<file path="config.mk">
export PLATFORM = sky130hd
export DESIGN_NAME = integer_field_formatter_core
export DESIGN_NICKNAME = d
export VERILOG_FILES = /design/src/sv/ifmt_pkg.sv /design/src/sv/ifmt_dec_conv.sv /design/src/sv/integer_field_formatter_core.sv
export SDC_FILE = /design/constraint.sdc
export NUM_CORES = 1
export LEC_CHECK = 0
export ABC_AREA = 1
export BUFFER_PORTS_ARGS = -buffer_cell sky130_fd_sc_hd__buf_2
export CORE_MARGIN = 2
export CORE_UTILIZATION = 40
export CTS_CLUSTER_SIZE = 30
export DETAILED_ROUTE_END_ITERATION = 10
export GPL_TIMING_DRIVEN = 0
export PLACE_DENSITY = 0.65
export SYNTH_ARGS = -nofsm -noshare
export SYNTH_HDL_FRONTEND = slang
export SYNTH_SLANG_ARGS = --single-unit
</file>
<file path="constraint.sdc">
create_clock -name clk -period 14.82 [get_ports clk]
set_clock_uncertainty 0.1 [all_clocks]
set_input_delay 2.964 -clock clk [delete_from_list [all_inputs] [get_ports clk]]
set_output_delay 2.964 -clock clk [all_outputs]
set_load 0.05 [all_outputs]
</file>
<file path="src/sv/ifmt_pkg.sv">
// Shared types, constants and helpers for the integer field formatter.
package ifmt_pkg;

	// Default saturation limits and the pointer default width
	localparam int MAX_WIDTH_DEF     = 48;
	localparam int MAX_PREC_DEF      = 48;
	localparam int PTR_DEFAULT_WIDTH = 18;

	// Operand, field and counter widths
	localparam int VAL_W  = 64;
	localparam int FLD_W  = 6;
	localparam int CNT_W  = 7;   // holds any field length up to 2 * 60 + 3
	localparam int ND_W   = 5;

	// Digit store: 22 nibbles covers 64-bit octal; decimal uses 20 BCD digits
	localparam int DIG_N  = 22;
	localparam int DIG_W  = 4 * DIG_N;
	localparam int BCD_N  = 20;
	localparam int BCD_W  = 4 * BCD_N;

	// Stream widths
	localparam int IN_TDATA_W  = 88;
	localparam int IN_TUSER_W  = 3;
	localparam int OUT_TDATA_W = 8;

	// Conversion kinds carried in tuser
	localparam logic [2:0] CMD_SDEC = 3'd0;
	localparam logic [2:0] CMD_UDEC = 3'd1;
	localparam logic [2:0] CMD_OCT  = 3'd2;
	localparam logic [2:0] CMD_HEXL = 3'd3;
	localparam logic [2:0] CMD_HEXU = 3'd4;
	localparam logic [2:0] CMD_PTR  = 3'd5;

	// ASCII codes
	localparam logic [7:0] CH_SPACE = 8'h20;
	localparam logic [7:0] CH_PLUS  = 8'h2B;
	localparam logic [7:0] CH_MINUS = 8'h2D;
	localparam logic [7:0] CH_ZERO  = 8'h30;
	localparam logic [7:0] CH_X_LO  = 8'h78;
	localparam logic [7:0] CH_X_UP  = 8'h58;
	localparam logic [7:0] CH_A_LO  = 8'h61;
	localparam logic [7:0] CH_A_UP  = 8'h41;

	typedef enum logic [1:0] {
		KIND_DEC,
		KIND_OCT,
		KIND_HEX
	} kind_t;

	typedef enum logic [3:0] {
		ST_IDLE,
		ST_LOAD,
		ST_WAIT_DEC,
		ST_NORM,
		ST_PLAN,
		ST_LEAD,
		ST_PRE,
		ST_ZERO,
		ST_DIG,
		ST_TRAIL
	} state_t;

	// One digit value to its ASCII character
	function automatic logic [7:0] digit_char(input logic [3:0] d, input logic upper);
		logic [7:0] base_ch;
		base_ch = upper ? CH_A_UP : CH_A_LO;
		if (d < 4'd10)
			digit_char = CH_ZERO + {4'd0, d};
		else
			digit_char = base_ch + {4'd0, d} - 8'd10;
	endfunction

endpackage

</file>
<file path="src/sv/ifmt_dec_conv.sv">
// Bit-serial binary to BCD converter (shift and add-3), one operand bit per cycle.
module ifmt_dec_conv (
	input  logic                      clk,
	input  logic                      arst_n,
	input  logic                      start,
	input  logic [ifmt_pkg::VAL_W-1:0] value,
	output logic [ifmt_pkg::BCD_W-1:0] bcd,
	output logic                      done
);
	import ifmt_pkg::*;

	localparam int STEP_W = $clog2(VAL_W);

	logic              busy_q;
	logic              done_q;
	logic [STEP_W-1:0] step_q;
	logic [VAL_W-1:0]  sh_q;
	logic [BCD_W-1:0]  bcd_q;
	logic [BCD_W-1:0]  adj;

	// Add 3 to every digit of 5 or more before the shift
	always_comb begin
		for (int i = 0; i < BCD_N; i++) begin
			if (bcd_q[4*i +: 4] >= 4'd5)
				adj[4*i +: 4] = bcd_q[4*i +: 4] + 4'd3;
			else
				adj[4*i +: 4] = bcd_q[4*i +: 4];
		end
	end

	// Control: step counter and done pulse
	always_ff @(posedge clk or negedge arst_n) begin
		if (!arst_n) begin
			busy_q <= 1'b0;
			done_q <= 1'b0;
			step_q <= '0;
		end else begin
			done_q <= 1'b0;
			if (start) begin
				busy_q <= 1'b1;
				step_q <= '0;
			end else if (busy_q) begin
				step_q <= step_q + 1'b1;
				if (step_q == STEP_W'(VAL_W - 1)) begin
					busy_q <= 1'b0;
					done_q <= 1'b1;
				end
			end
		end
	end

	// Data: operand shifts out MSB first into the BCD register
	always_ff @(posedge clk) begin
		if (start) begin
			sh_q  <= value;
			bcd_q <= '0;
		end else if (busy_q) begin
			sh_q  <= {sh_q[VAL_W-2:0], 1'b0};
			bcd_q <= {adj[BCD_W-2:0], sh_q[VAL_W-1]};
		end
	end

	assign bcd  = bcd_q;
	assign done = done_q;

endmodule

</file>
<file path="src/sv/integer_field_formatter_core.sv">
// Top level of the integer field formatter: printf-style integer fields as a character stream.
//
// Input channel s_*: one item per transfer; s_tuser carries the conversion kind and
// s_tdata the operand and format fields. Output channel m_*: one ASCII character per
// transfer in m_tdata, with m_tlast on the final character of the field.
// One item is handled at a time; s_tready is high only between items.
// Steps per item: accept and load, then for decimal kinds the bit-serial BCD converter
// (one operand bit a cycle), then leading-zero trimming (one digit a cycle), a planning
// step, then one character per cycle while m_tready allows it, with a turnover step as
// each segment (lead, prefix, zeros, digits, trail) ends.
// The output register lets the last character wait while the next item is accepted.
// A stall on m_tready holds the current character and pauses emission; nothing is lost.
// Reset (arst_n low) empties the output register and returns the block to idle.
module integer_field_formatter_core #(
	parameter int MAX_WIDTH     = ifmt_pkg::MAX_WIDTH_DEF,
	parameter int MAX_PRECISION = ifmt_pkg::MAX_PREC_DEF
) (
	input  logic                            clk,
	input  logic                            arst_n,
	// s_tdata from bit 0: value[63:0], size_code[65:64], left_align[66], force_plus[67],
	// space_sign[68], zero_fill[69], alternate[70], width[76:71], precision[82:77],
	// has_precision[83], zero fill [87:84]
	input  logic                            s_tvalid,
	output logic                            s_tready,
	input  logic [ifmt_pkg::IN_TDATA_W-1:0]  s_tdata,
	// s_tuser from bit 0: cmd[2:0]
	input  logic [ifmt_pkg::IN_TUSER_W-1:0]  s_tuser,
	// m_tdata from bit 0: out_char[7:0]
	output logic                            m_tvalid,
	input  logic                            m_tready,
	output logic [ifmt_pkg::OUT_TDATA_W-1:0] m_tdata,
	output logic                            m_tlast
);
	import ifmt_pkg::*;

	// Input field views
	logic [VAL_W-1:0] in_value;
	logic [1:0]       in_size;
	logic             in_left, in_plus, in_space, in_zero, in_alt, in_has_prec;
	logic [FLD_W-1:0] in_width, in_prec;

	assign in_value    = s_tdata[63:0];
	assign in_size     = s_tdata[65:64];
	assign in_left     = s_tdata[66];
	assign in_plus     = s_tdata[67];
	assign in_space    = s_tdata[68];
	assign in_zero     = s_tdata[69];
	assign in_alt      = s_tdata[70];
	assign in_width    = s_tdata[76:71];
	assign in_prec     = s_tdata[82:77];
	assign in_has_prec = s_tdata[83];

	state_t state_q, state_d;

	// Item registers
	kind_t            kind_q;
	logic             sdec_q, neg_q, upper_q, alt_q, mag_zero_q;
	logic             left_q, plus_q, space_q, zero_q, has_prec_q;
	logic [FLD_W-1:0] width_q, prec_q;
	logic [VAL_W-1:0] mag_q;
	logic [DIG_W-1:0] dig_q;

	// Emission counters
	logic [ND_W-1:0]  nd_q;
	logic [1:0]       npre_q;
	logic [7:0]       pre0_q, pre1_q;
	logic [CNT_W-1:0] lead_q, zcnt_q, trail_q, total_q;

	// Output register
	logic                   m_tvalid_q, m_tlast_q;
	logic [OUT_TDATA_W-1:0] m_tdata_q;

	// Decoded input item
	kind_t            a_kind;
	logic             a_sdec, a_upper, a_alt, a_sbit, a_neg;
	logic [VAL_W-1:0] a_mask, a_masked, a_mag;
	logic [FLD_W-1:0] a_width, a_prec;

	always_comb begin
		a_sdec  = 1'b0;
		a_upper = 1'b0;
		a_alt   = in_alt;
		a_kind  = KIND_DEC;
		case (s_tuser)
			CMD_SDEC: a_sdec = 1'b1;
			CMD_OCT:  a_kind = KIND_OCT;
			CMD_HEXL: a_kind = KIND_HEX;
			CMD_HEXU: begin
				a_kind  = KIND_HEX;
				a_upper = 1'b1;
			end
			CMD_PTR: begin
				a_kind = KIND_HEX;
				a_alt  = 1'b1;
			end
			default: a_kind = KIND_DEC;
		endcase

		case (in_size)
			2'd0: begin
				a_mask = VAL_W'(64'hFF);
				a_sbit = in_value[7];
			end
			2'd1: begin
				a_mask = VAL_W'(64'hFFFF);
				a_sbit = in_value[15];
			end
			2'd2: begin
				a_mask = VAL_W'(64'hFFFF_FFFF);
				a_sbit = in_value[31];
			end
			default: begin
				a_mask = '1;
				a_sbit = in_value[63];
			end
		endcase
		if (s_tuser == CMD_PTR)
			a_mask = '1;

		a_masked = in_value & a_mask;
		a_neg    = a_sdec && a_sbit;
		a_mag    = a_neg ? ((VAL_W'(0) - a_masked) & a_mask) : a_masked;

		// Saturate width and precision; pointers default their width
		a_width = (int'(in_width) > MAX_WIDTH) ? FLD_W'(MAX_WIDTH) : in_width;
		a_prec  = (int'(in_prec) > MAX_PRECISION) ? FLD_W'(MAX_PRECISION) : in_prec;
		if (s_tuser == CMD_PTR && in_width == '0)
			a_width = (PTR_DEFAULT_WIDTH > MAX_WIDTH) ? FLD_W'(MAX_WIDTH)
			                                           : FLD_W'(PTR_DEFAULT_WIDTH);
	end

	// Decimal conversion unit
	logic             dec_start, dec_done;
	logic [BCD_W-1:0] dec_bcd;

	ifmt_dec_conv u_dec (
		.clk    (clk),
		.arst_n (arst_n),
		.start  (dec_start),
		.value  (mag_q),
		.bcd    (dec_bcd),
		.done   (dec_done)
	);

	// Octal digits straight from the operand bits, three to a nibble
	logic [VAL_W+1:0] mag_ext;
	logic [DIG_W-1:0] oct_dig, hex_dig;

	always_comb begin
		mag_ext = {2'b00, mag_q};
		for (int i = 0; i < DIG_N; i++)
			oct_dig[4*i +: 4] = {1'b0, mag_ext[3*i +: 3]};
		hex_dig = {{(DIG_W-VAL_W){1'b0}}, mag_q};
	end

	logic [3:0] top_dig;
	assign top_dig = dig_q[DIG_W-1 -: 4];

	// Field plan: prefix, precision zeros, padding
	logic [CNT_W-1:0] p_nd, p_prec, p_width, p_zpad, p_payload, p_pad;
	logic [1:0]       p_npre;
	logic [7:0]       p_pre0, p_pre1;
	logic             p_zero_pad;

	always_comb begin
		p_nd    = CNT_W'(nd_q);
		p_prec  = CNT_W'(prec_q);
		p_width = CNT_W'(width_q);
		p_zpad  = (has_prec_q && p_prec > p_nd) ? p_prec - p_nd : '0;
		p_npre  = 2'd0;
		p_pre0  = CH_ZERO;
		p_pre1  = upper_q ? CH_X_UP : CH_X_LO;
		if (sdec_q) begin
			if (neg_q) begin
				p_npre = 2'd1;
				p_pre0 = CH_MINUS;
			end else if (plus_q) begin
				p_npre = 2'd1;
				p_pre0 = CH_PLUS;
			end else if (space_q) begin
				p_npre = 2'd1;
				p_pre0 = CH_SPACE;
			end
		end else if (alt_q && !mag_zero_q) begin
			if (kind_q == KIND_HEX)
				p_npre = 2'd2;
			else if (kind_q == KIND_OCT && p_zpad == '0)
				p_npre = 2'd1;
		end
		p_payload  = CNT_W'(p_npre) + p_zpad + p_nd;
		p_pad      = (p_width > p_payload) ? p_width - p_payload : '0;
		p_zero_pad = zero_q && !has_prec_q && !left_q;
	end

	logic out_free;
	assign out_free = !m_tvalid_q || m_tready;

	// Next state
	always_comb begin
		state_d = state_q;
		case (state_q)
			ST_IDLE:     if (s_tvalid) state_d = ST_LOAD;
			ST_LOAD:     state_d = (kind_q == KIND_DEC) ? ST_WAIT_DEC : ST_NORM;
			ST_WAIT_DEC: if (dec_done) state_d = ST_NORM;
			ST_NORM:     if (top_dig != 4'd0 || nd_q == ND_W'(1)) state_d = ST_PLAN;
			ST_PLAN:     state_d = ST_LEAD;
			ST_LEAD:     if (lead_q == '0) state_d = ST_PRE;
			ST_PRE:      if (npre_q == 2'd0) state_d = ST_ZERO;
			ST_ZERO:     if (zcnt_q == '0) state_d = ST_DIG;
			ST_DIG:      if (nd_q == '0) state_d = ST_TRAIL;
			ST_TRAIL:    if (trail_q == '0) state_d = ST_IDLE;
			default:     state_d = ST_IDLE;
		endcase
	end

	// State outputs: handshake, converter start, character select
	logic       seg_active;
	logic [7:0] sel_char;
	logic       emit_go;

	always_comb begin
		s_tready   = 1'b0;
		dec_start  = 1'b0;
		seg_active = 1'b0;
		sel_char   = CH_SPACE;
		case (state_q)
			ST_IDLE: s_tready = 1'b1;
			ST_LOAD: dec_start = (kind_q == KIND_DEC);
			ST_LEAD: seg_active = (lead_q != '0);
			ST_PRE: begin
				seg_active = (npre_q != 2'd0);
				sel_char   = pre0_q;
			end
			ST_ZERO: begin
				seg_active = (zcnt_q != '0);
				sel_char   = CH_ZERO;
			end
			ST_DIG: begin
				seg_active = (nd_q != '0);
				sel_char   = digit_char(top_dig, upper_q);
			end
			ST_TRAIL: seg_active = (trail_q != '0);
			default: s_tready = 1'b0;
		endcase
	end

	assign emit_go = seg_active && out_free;

	// Control registers
	always_ff @(posedge clk or negedge arst_n) begin
		if (!arst_n) begin
			state_q    <= ST_IDLE;
			nd_q       <= '0;
			npre_q     <= 2'd0;
			lead_q     <= '0;
			zcnt_q     <= '0;
			trail_q    <= '0;
			total_q    <= '0;
			m_tvalid_q <= 1'b0;
		end else begin
			state_q <= state_d;

			// Digit count: full store on load, trimmed, then counted out
			if ((state_q == ST_LOAD && kind_q != KIND_DEC) ||
			    (state_q == ST_WAIT_DEC && dec_done))
				nd_q <= ND_W'(DIG_N);
			else if (state_q == ST_NORM && state_d == ST_NORM)
				nd_q <= nd_q - 1'b1;
			else if (state_q == ST_DIG && emit_go)
				nd_q <= nd_q - 1'b1;

			if (state_q == ST_PLAN) begin
				npre_q  <= p_npre;
				lead_q  <= (!left_q && !p_zero_pad) ? p_pad : '0;
				zcnt_q  <= p_zero_pad ? p_pad + p_zpad : p_zpad;
				trail_q <= left_q ? p_pad : '0;
				total_q <= p_payload + p_pad;
			end else if (emit_go) begin
				total_q <= total_q - 1'b1;
				case (state_q)
					ST_LEAD:  lead_q  <= lead_q - 1'b1;
					ST_PRE:   npre_q  <= npre_q - 1'b1;
					ST_ZERO:  zcnt_q  <= zcnt_q - 1'b1;
					ST_TRAIL: trail_q <= trail_q - 1'b1;
					default:  ;
				endcase
			end

			// Output register valid
			if (emit_go)
				m_tvalid_q <= 1'b1;
			else if (m_tready)
				m_tvalid_q <= 1'b0;
		end
	end

	// Payload registers
	always_ff @(posedge clk) begin
		if (s_tvalid && s_tready) begin
			kind_q     <= a_kind;
			sdec_q     <= a_sdec;
			neg_q      <= a_neg;
			upper_q    <= a_upper;
			alt_q      <= a_alt;
			mag_q      <= a_mag;
			mag_zero_q <= (a_masked == '0);
			left_q     <= in_left;
			plus_q     <= in_plus;
			space_q    <= in_space;
			zero_q     <= in_zero;
			has_prec_q <= in_has_prec;
			width_q    <= a_width;
			prec_q     <= a_prec;
		end

		// Digit store: load, trim leading zeros, shift out MSB first
		if (state_q == ST_LOAD && kind_q != KIND_DEC)
			dig_q <= (kind_q == KIND_OCT) ? oct_dig : hex_dig;
		else if (state_q == ST_WAIT_DEC && dec_done)
			dig_q <= {{(DIG_W-BCD_W){1'b0}}, dec_bcd};
		else if ((state_q == ST_NORM && state_d == ST_NORM) ||
		         (state_q == ST_DIG && emit_go))
			dig_q <= {dig_q[DIG_W-5:0], 4'd0};

		if (state_q == ST_PLAN) begin
			pre0_q <= p_pre0;
			pre1_q <= p_pre1;
		end else if (state_q == ST_PRE && emit_go) begin
			pre0_q <= pre1_q;
		end

		if (emit_go) begin
			m_tdata_q <= sel_char;
			m_tlast_q <= (total_q == CNT_W'(1));
		end
	end

	assign m_tvalid = m_tvalid_q;
	assign m_tdata  = m_tdata_q;
	assign m_tlast  = m_tlast_q;

`ifndef ASSERT_OFF
	// Every planned character has gone out by the time the block is idle again
	a_idle_drained: assert property (@(posedge clk) disable iff (!arst_n)
		state_q == ST_IDLE |-> total_q == '0)
		else $error("field ended with characters still planned");

	// Trimming never removes the last digit
	a_norm_digit: assert property (@(posedge clk) disable iff (!arst_n)
		state_q == ST_NORM |-> nd_q != '0)
		else $error("digit count reached zero while trimming");

	// No character is issued beyond the planned field length
	a_emit_planned: assert property (@(posedge clk) disable iff (!arst_n)
		emit_go |-> total_q != '0)
		else $error("character issued beyond field length");

	// Decimal digits leaving the store are proper BCD
	a_bcd_digit: assert property (@(posedge clk) disable iff (!arst_n)
		(state_q == ST_DIG && nd_q != '0 && kind_q == KIND_DEC) |-> top_dig <= 4'd9)
		else $error("decimal digit out of range");
`endif

endmodule
</file>
* Word-level counts from Yosys, hierarchy flattened
Index checks and enable logic that the tools add are counted.
W data, S select, Z words.
** Operators by class
- Add/sub/neg operators :: 37
- Magnitude comparators :: 25
- Eq/ne operators :: 21
- Mux-type cells :: 96
- Bitwise logic cells :: 2
- Reductions and logical operators :: 59
** Operators by type and width (number)
- $mux W88 :: 3
- $mux W64 :: 4
- $pmux W64 S3 :: 1
- $and A64 B64 Y64 :: 2
- $mux W7 :: 16
- $mux W4 :: 27
- $mux W85 :: 1
- $ge A4 B3 Y1 const B :: 20
- $add A4 B2 Y4 const B :: 19
- $logic_not A64 Y1 :: 1
- $sub A1 B64 Y64 const A :: 1
- $pmux W4 S10 :: 1
- $mux W5 :: 7
- $mux W6 :: 5
- $logic_not A7 Y1 :: 4
- $sub A7 B1 Y7 const B :: 4
- $mux W8 :: 3
- $pmux W8 S3 :: 1
- $reduce_bool A7 Y1 :: 3
- $reduce_bool A2 Y1 :: 10
- $mux W1 :: 17
- $eq A4 B3 Y1 const B :: 4
- $logic_and A1 B1 Y1 :: 15
- $add A7 B7 Y7 :: 2
- 43 further kinds :: 69
** Word-level totals
- Flip-flop bits (word level) :: 393
- Input port bits :: 95
- Output and inout bits :: 11
- Word-level logic and storage cells :: 273

* Logic depth before layout (Yosys ltp)
- Depth in word-level cells :: 16
- Depth in mapped cells :: 38
- Gate-level depth less buffers :: 38

* Hierarchy
From an unflattened synthesis, not the netlist that was laid out.
** Unflattened totals
- Cell total of the unflattened synthesis :: 2755
- Area, all modules :: 22441.5 µm²
** By module, submodules not included
- integer_field_formatter_core :: instances 1, cells an instance 1774, area each 14746.6 µm², sequential area each 6766.5 µm²
- ifmt_dec_conv :: instances 1, cells an instance 981, area each 7694.9 µm², sequential area each 3723.6 µm²

* Least setup slack after synthesis
OpenSTA, ideal clock, no wires.
- Path type :: input port to flip-flop
- Start point :: input port m_tready
- End point :: register nd_q[3]
- Library setup time :: 0.132 ns
- Data arrival time :: 6.230 ns
- Data required time :: 14.588 ns
- Slack :: 8.358 ns
- Stages on the path :: 7
- Buffers on the path :: 0
- Path through :: inv_1 nand2_1 nand2_1 o211ai_2 nand2_1 o21ai_0 a21oi_1
** Between the ends
- Word-level cells in the longest chain between the ends :: 4
** Ends and longest elaborated chain
- from (decl) :: RTL line integer_field_formatter_core.sv:30 : input logic m_tready,
- $logic_or A1 B1 Y1 :: RTL line integer_field_formatter_core.sv:196 : assign out_free = !m_tvalid_q || m_tready;
- $logic_and A1 B1 Y1 :: RTL line integer_field_formatter_core.sv:247 : assign emit_go = seg_active && out_free;
- $logic_and A1 B1 Y1 :: RTL line integer_field_formatter_core.sv:269 : else if (state_q == ST_DIG && emit_go)
- $reduce_bool A3 Y1 (no source line)
- to (signal assigned) :: RTL line integer_field_formatter_core.sv:266 : nd_q <= ND_W'(DIG_N);
- to (signal assigned) :: RTL line integer_field_formatter_core.sv:268 : nd_q <= nd_q - 1'b1;
- to (signal assigned) :: RTL line integer_field_formatter_core.sv:270 : nd_q <= nd_q - 1'b1;
- to (decl) :: RTL line integer_field_formatter_core.sv:64 : logic [ND_W-1:0] nd_q;
Every way passes these cells.
A chain may end at the register's enable or synchronous reset.

* Final worst setup path
- Start point :: register nd_q[4]
- End point :: register zcnt_q[6]
** Between the ends
- Word-level cells in the longest chain between the ends :: 16
- Elaborated cells on any way between the ends :: 23
- Classes of those cells :: add/sub: 5; order compare: 2; mux: 9; reduce/logical: 7
** Ends and longest elaborated chain
- $gt A6 B5 Y1 :: RTL line integer_field_formatter_core.sv:169 : p_zpad = (has_prec_q && p_prec > p_nd) ? p_prec - p_nd : '0;
- $logic_and A1 B1 Y1 :: RTL line integer_field_formatter_core.sv:169
- $mux W7 :: RTL line integer_field_formatter_core.sv:169
- $logic_not A7 Y1 :: RTL line integer_field_formatter_core.sv:187 : else if (kind_q == KIND_OCT && p_zpad == '0)
- $logic_and A1 B1 Y1 :: RTL line integer_field_formatter_core.sv:187
- $mux W1 :: RTL line integer_field_formatter_core.sv:187
- $mux W2 :: RTL line integer_field_formatter_core.sv:185 : if (kind_q == KIND_HEX)
- $mux W2 :: RTL line integer_field_formatter_core.sv:184 : end else if (alt_q && !mag_zero_q) begin
- $mux W2 :: RTL line integer_field_formatter_core.sv:173 : if (sdec_q) begin
- $add A2 B7 Y7 :: RTL line integer_field_formatter_core.sv:190 : p_payload = CNT_W'(p_npre) + p_zpad + p_nd;
- $add A7 B5 Y7 :: RTL line integer_field_formatter_core.sv:190
- $sub A6 B7 Y7 or $gt A6 B7 Y1 (tied branches) :: RTL line integer_field_formatter_core.sv:191 : p_pad = (p_width > p_payload) ? p_width - p_payload : '0;
- $mux W7 :: RTL line integer_field_formatter_core.sv:191
- $add A7 B7 Y7 :: RTL line integer_field_formatter_core.sv:275 : zcnt_q <= p_zero_pad ? p_pad + p_zpad : p_zpad;
- $mux W7 :: RTL line integer_field_formatter_core.sv:275
- $mux W7 :: RTL line integer_field_formatter_core.sv:272 : if (state_q == ST_PLAN) begin
- to (signal assigned) :: RTL line integer_field_formatter_core.sv:275
- to (signal assigned) :: RTL line integer_field_formatter_core.sv:283 : ST_ZERO: zcnt_q <= zcnt_q - 1'b1;
- to (decl) :: RTL line integer_field_formatter_core.sv:67 : logic [CNT_W-1:0] lead_q, zcnt_q, trail_q, total_q;
Several ways; a longest one is shown, not always the timed one.

==> impl_metrics.tcl <==
set metrics [dict create \
    fp.coreArea_mm2 0.0538 \
    route.detailed.drc 0 \
    port_buffers 100 \
    cpMostUsedCell "nand2_1" \
    syn_to_final_growth_pct 13.7 \
    die_width_um 237 \
    max_freq_mhz 141 \
    grt_max_degree 59 \
    first_iter_violations 1845 \
    min-delay-path-class "flop to flop" \
    post-place-ws_ns 7.80 \
    h-tree-depth 2 \
    cpMaxStageDelayCell "o41ai_1" \
    viasPerCell 5.56 \
    worst_slew_pin_slew_ns 0.990 \
    layout_min_cycle_time_ns 7.11 \
    fill_cells 5226 \
    crit_required_ns 15.21 \
    synth_seq_cells 384 \
    start_kind "flop" \
    nets 2989 \
    synth_edf_count 256 \
    final_layout_size_suffix_gt1_share_pct 8.24 \
    wl_per_cell_um 19.7 \
    cap_violations 0 \
    setup-violations-final 0 \
    synth_cells 2652 \
    ctsResizeCount 0 \
    die_area_mm2 0.0564 \
    slowest_delay_ns 0.85 \
    path_clk_slew_ns 0.06 \
    multiInputGateArea_mm2 0.00960 \
    critPathArrivalTime_ns 7.50 \
    num_io_pins 106 \
    power_density_mw_per_mm2 222 \
    ir_drop_mv 0.131 \
    cts.sinks 384 \
    crit_fanout 6 \
    totalWireLength_um 69600 \
    ys_types 64 \
    criticalPathCategory "flop to flop" \
    syn_area_per_cell_um2 8.22 \
    root_buffer "clkbuf_16" \
    fin_hold_ws_ns 0.353 \
    row_count 85 \
    num_vias 19655 \
    final_common_cell "nand2_1" \
    clk_latency_ns 0.59 \
    clockBufferDepth 3 \
    finalSetupTns_ns 0 \
    gp_congestion 0.913 \
    setup_ws_ns 7.71 \
    first_global_vias 19375 \
    synthArstFlopShare_pct 12.5 \
    hold_violations 0 \
    synth_seq_area_share_pct 48.1 \
    slew_viol_final 0 \
    synth_flop_cell "edfxtp_1" \
    numCtsBuffers 44 \
    rsz0062_at_grt "false" \
    regArea_mm2 0.0105 \
    cts_setup_buffers 0 \
    crit_path_end_kind "flop" \
    slew_headroom_pct 34.0 \
    p_leak_nw 10.7 \
    hpwl_um 51900 \
    chipHeight_um 237 \
    initial_core_util_pct 40.5 \
    grt_pass1_wl_um 106000 \
    cts_hold_buf 0 \
    status "finished, final reports clean" \
    ys_warn_count 0 \
    netlist_area_mm2 0.0218 \
    final_cell_mix "541 x nand2_1, 339 x inv_1, 331 x o21ai_0, 256 x edfxtp_1, 233 x a21oi_1" \
    grt_usage_pct 24.2 \
    synth_nets 2835 \
    dr.pass1.iters 5 \
    drtAntennaViolNets 0 \
    antenna_found_initial 1 \
    cts_tree "built" \
    fin_crit_sh_pct 47.9 \
    grt_overflow 0 \
]
kinds of logic (layout without fill, tap and decap cells):
family | count (synthesis) | count (layout) | synth area share, %
AND/OR/NAND/NOR | 941 | 941 | 18.3
AO/OA/AOI/OAI | 739 | 739 | 18.7
buffers and inverters | 457 | 645 | 7.93
flip-flops | 384 | 384 | 48.1
adder cells (fa/ha/maj) | 88 | 88 | 5.29
XOR/XNOR | 42 | 42 | 1.69
other | 1 | 2 | 0.0172
worst paths after layout:
| check | slack [ns] | from | to | depth (start not counted) |
|---|---|---|---|---|
| max | 7.71 | nd_q[4]$_DFFE_PN0P_ | zcnt_q[6]$_DFFE_PN0P_ | 37 |
| min | 0.35 | u_dec.sh_q[63]$_DFFE_PP_ | u_dec.bcd[0]$_SDFFE_PP0P_ | 2 |
| max reg2reg | 7.71 | nd_q[4]$_DFFE_PN0P_ | zcnt_q[6]$_DFFE_PN0P_ | 37 |
| min reg2reg | 0.35 | u_dec.sh_q[63]$_DFFE_PP_ | u_dec.bcd[0]$_SDFFE_PP0P_ | 2 |
| max in group asynchronous | 11.87 | arst_n | trail_q[4]$_DFFE_PN0P_ | 2 |
| min in group asynchronous | 2.18 | arst_n | u_dec.step_q[2]$_DFFE_PN0P_ | 1 |
registers in the layout (all words and copies together), names as in the netlist, 2 cells and up:
signal	cells
dig_q	88
kind_q	2
lead_q	7
m_tdata	7
mag_q	64
nd_q	5
npre_q	2
pre0_q	7
prec_q	6
state_q	4
total_q	7
trail_q	7
u_dec.bcd	80
u_dec.sh_q	64
u_dec.step_q	6
width_q	6
zcnt_q	7
layer usage:
| metal | part of all wire, % | wire, um | track usage (%) |
|---|---|---|---|
| met1 | 41 | 28700 | 30.0 |
| met2 | 48 | 33700 | 41.9 |
| met3 | 6.6 | 4620 | 3.82 |
| met4 | 3.7 | 2600 | 10.3 |
| met5 | 0 | 0 | 0 |
cells in the mapped netlist (4+ instances only):
library cell,n,area (um^2)
nor3b_1,5,37.5
nor2_1,209,785
ha_1,81,1010
and3_1,10,62.6
clkbuf_1,89,334
dfxtp_1,80,1600
inv_1,339,1270
o21a_1,4,30.0
buf_1,12,45.0
nand2_1,541,2030
o32ai_1,18,158
nor3_1,40,200
nand2_2,7,43.8
a22oi_1,5,37.5
nor2_2,4,25.0
a31oi_1,34,213
o21ai_0,331,1660
o21ai_1,20,100
xor2_1,27,236
a32oi_1,17,149
fa_1,7,140
nor4_1,6,37.5
nand3_1,69,345
a21oi_1,233,1170
o211ai_1,5,37.5
xnor2_1,15,131
o22ai_1,39,244
o31ai_1,8,60.1
edfxtp_1,256,7690
o21ai_2,5,43.8
nand4_1,15,93.8
nor2_4,7,78.8
dfrtp_1,48,1200
or2_2,14,87.6
inv_2,10,37.5
cell type report:
class,instances,share of cell area [%]
sequential,384,42.3
multi-input combinational,1811,38.7
inverter,352,5.33
clock buffer,61,4.88
tap,696,3.51
timing repair buffer,108,2.74
buffer,105,1.66
clock inverter,19,0.818
antenna,1,0.0101
power breakdown:
group          switching [mW]  internal (mW)
Combinational            1.72          0.829
Clock                   0.456          0.625
Sequential              0.202           1.66
critical path: cells and delay by family, from the launching register on:
| family | cells | cell delay, ns |
|---|---|---|
| adder cells (fa/ha/maj) | 7 | 2.10 |
| buffers and inverters | 7 | 0.60 |
| AND/OR/NAND/NOR | 19 | 2.33 |
| AO/OA/AOI/OAI | 3 | 1.20 |
| XOR/XNOR | 1 | 0.26 |
| flip-flops | 1 | 0.40 |
per-stage QoR:
| stage | instance area (um^2) | utilization [%] | cells | power [mW] |
|---|---|---|---|---|
| CTS | 24800 | 46.0 | 3534 | 5.47 |
| floorplan | 21800 | - | 2652 | 3.62 |
| global placement | 23200 | 43.1 | 3448 | 4.27 |
| global route | 24800 | 46.1 | 3537 | 5.89 |
| finish | 24800 | 46.1 | 3537 | 5.49 |
| detailed placement | 23300 | 43.4 | 3454 | 4.37 |
Power figures use the tool's default switching activity.
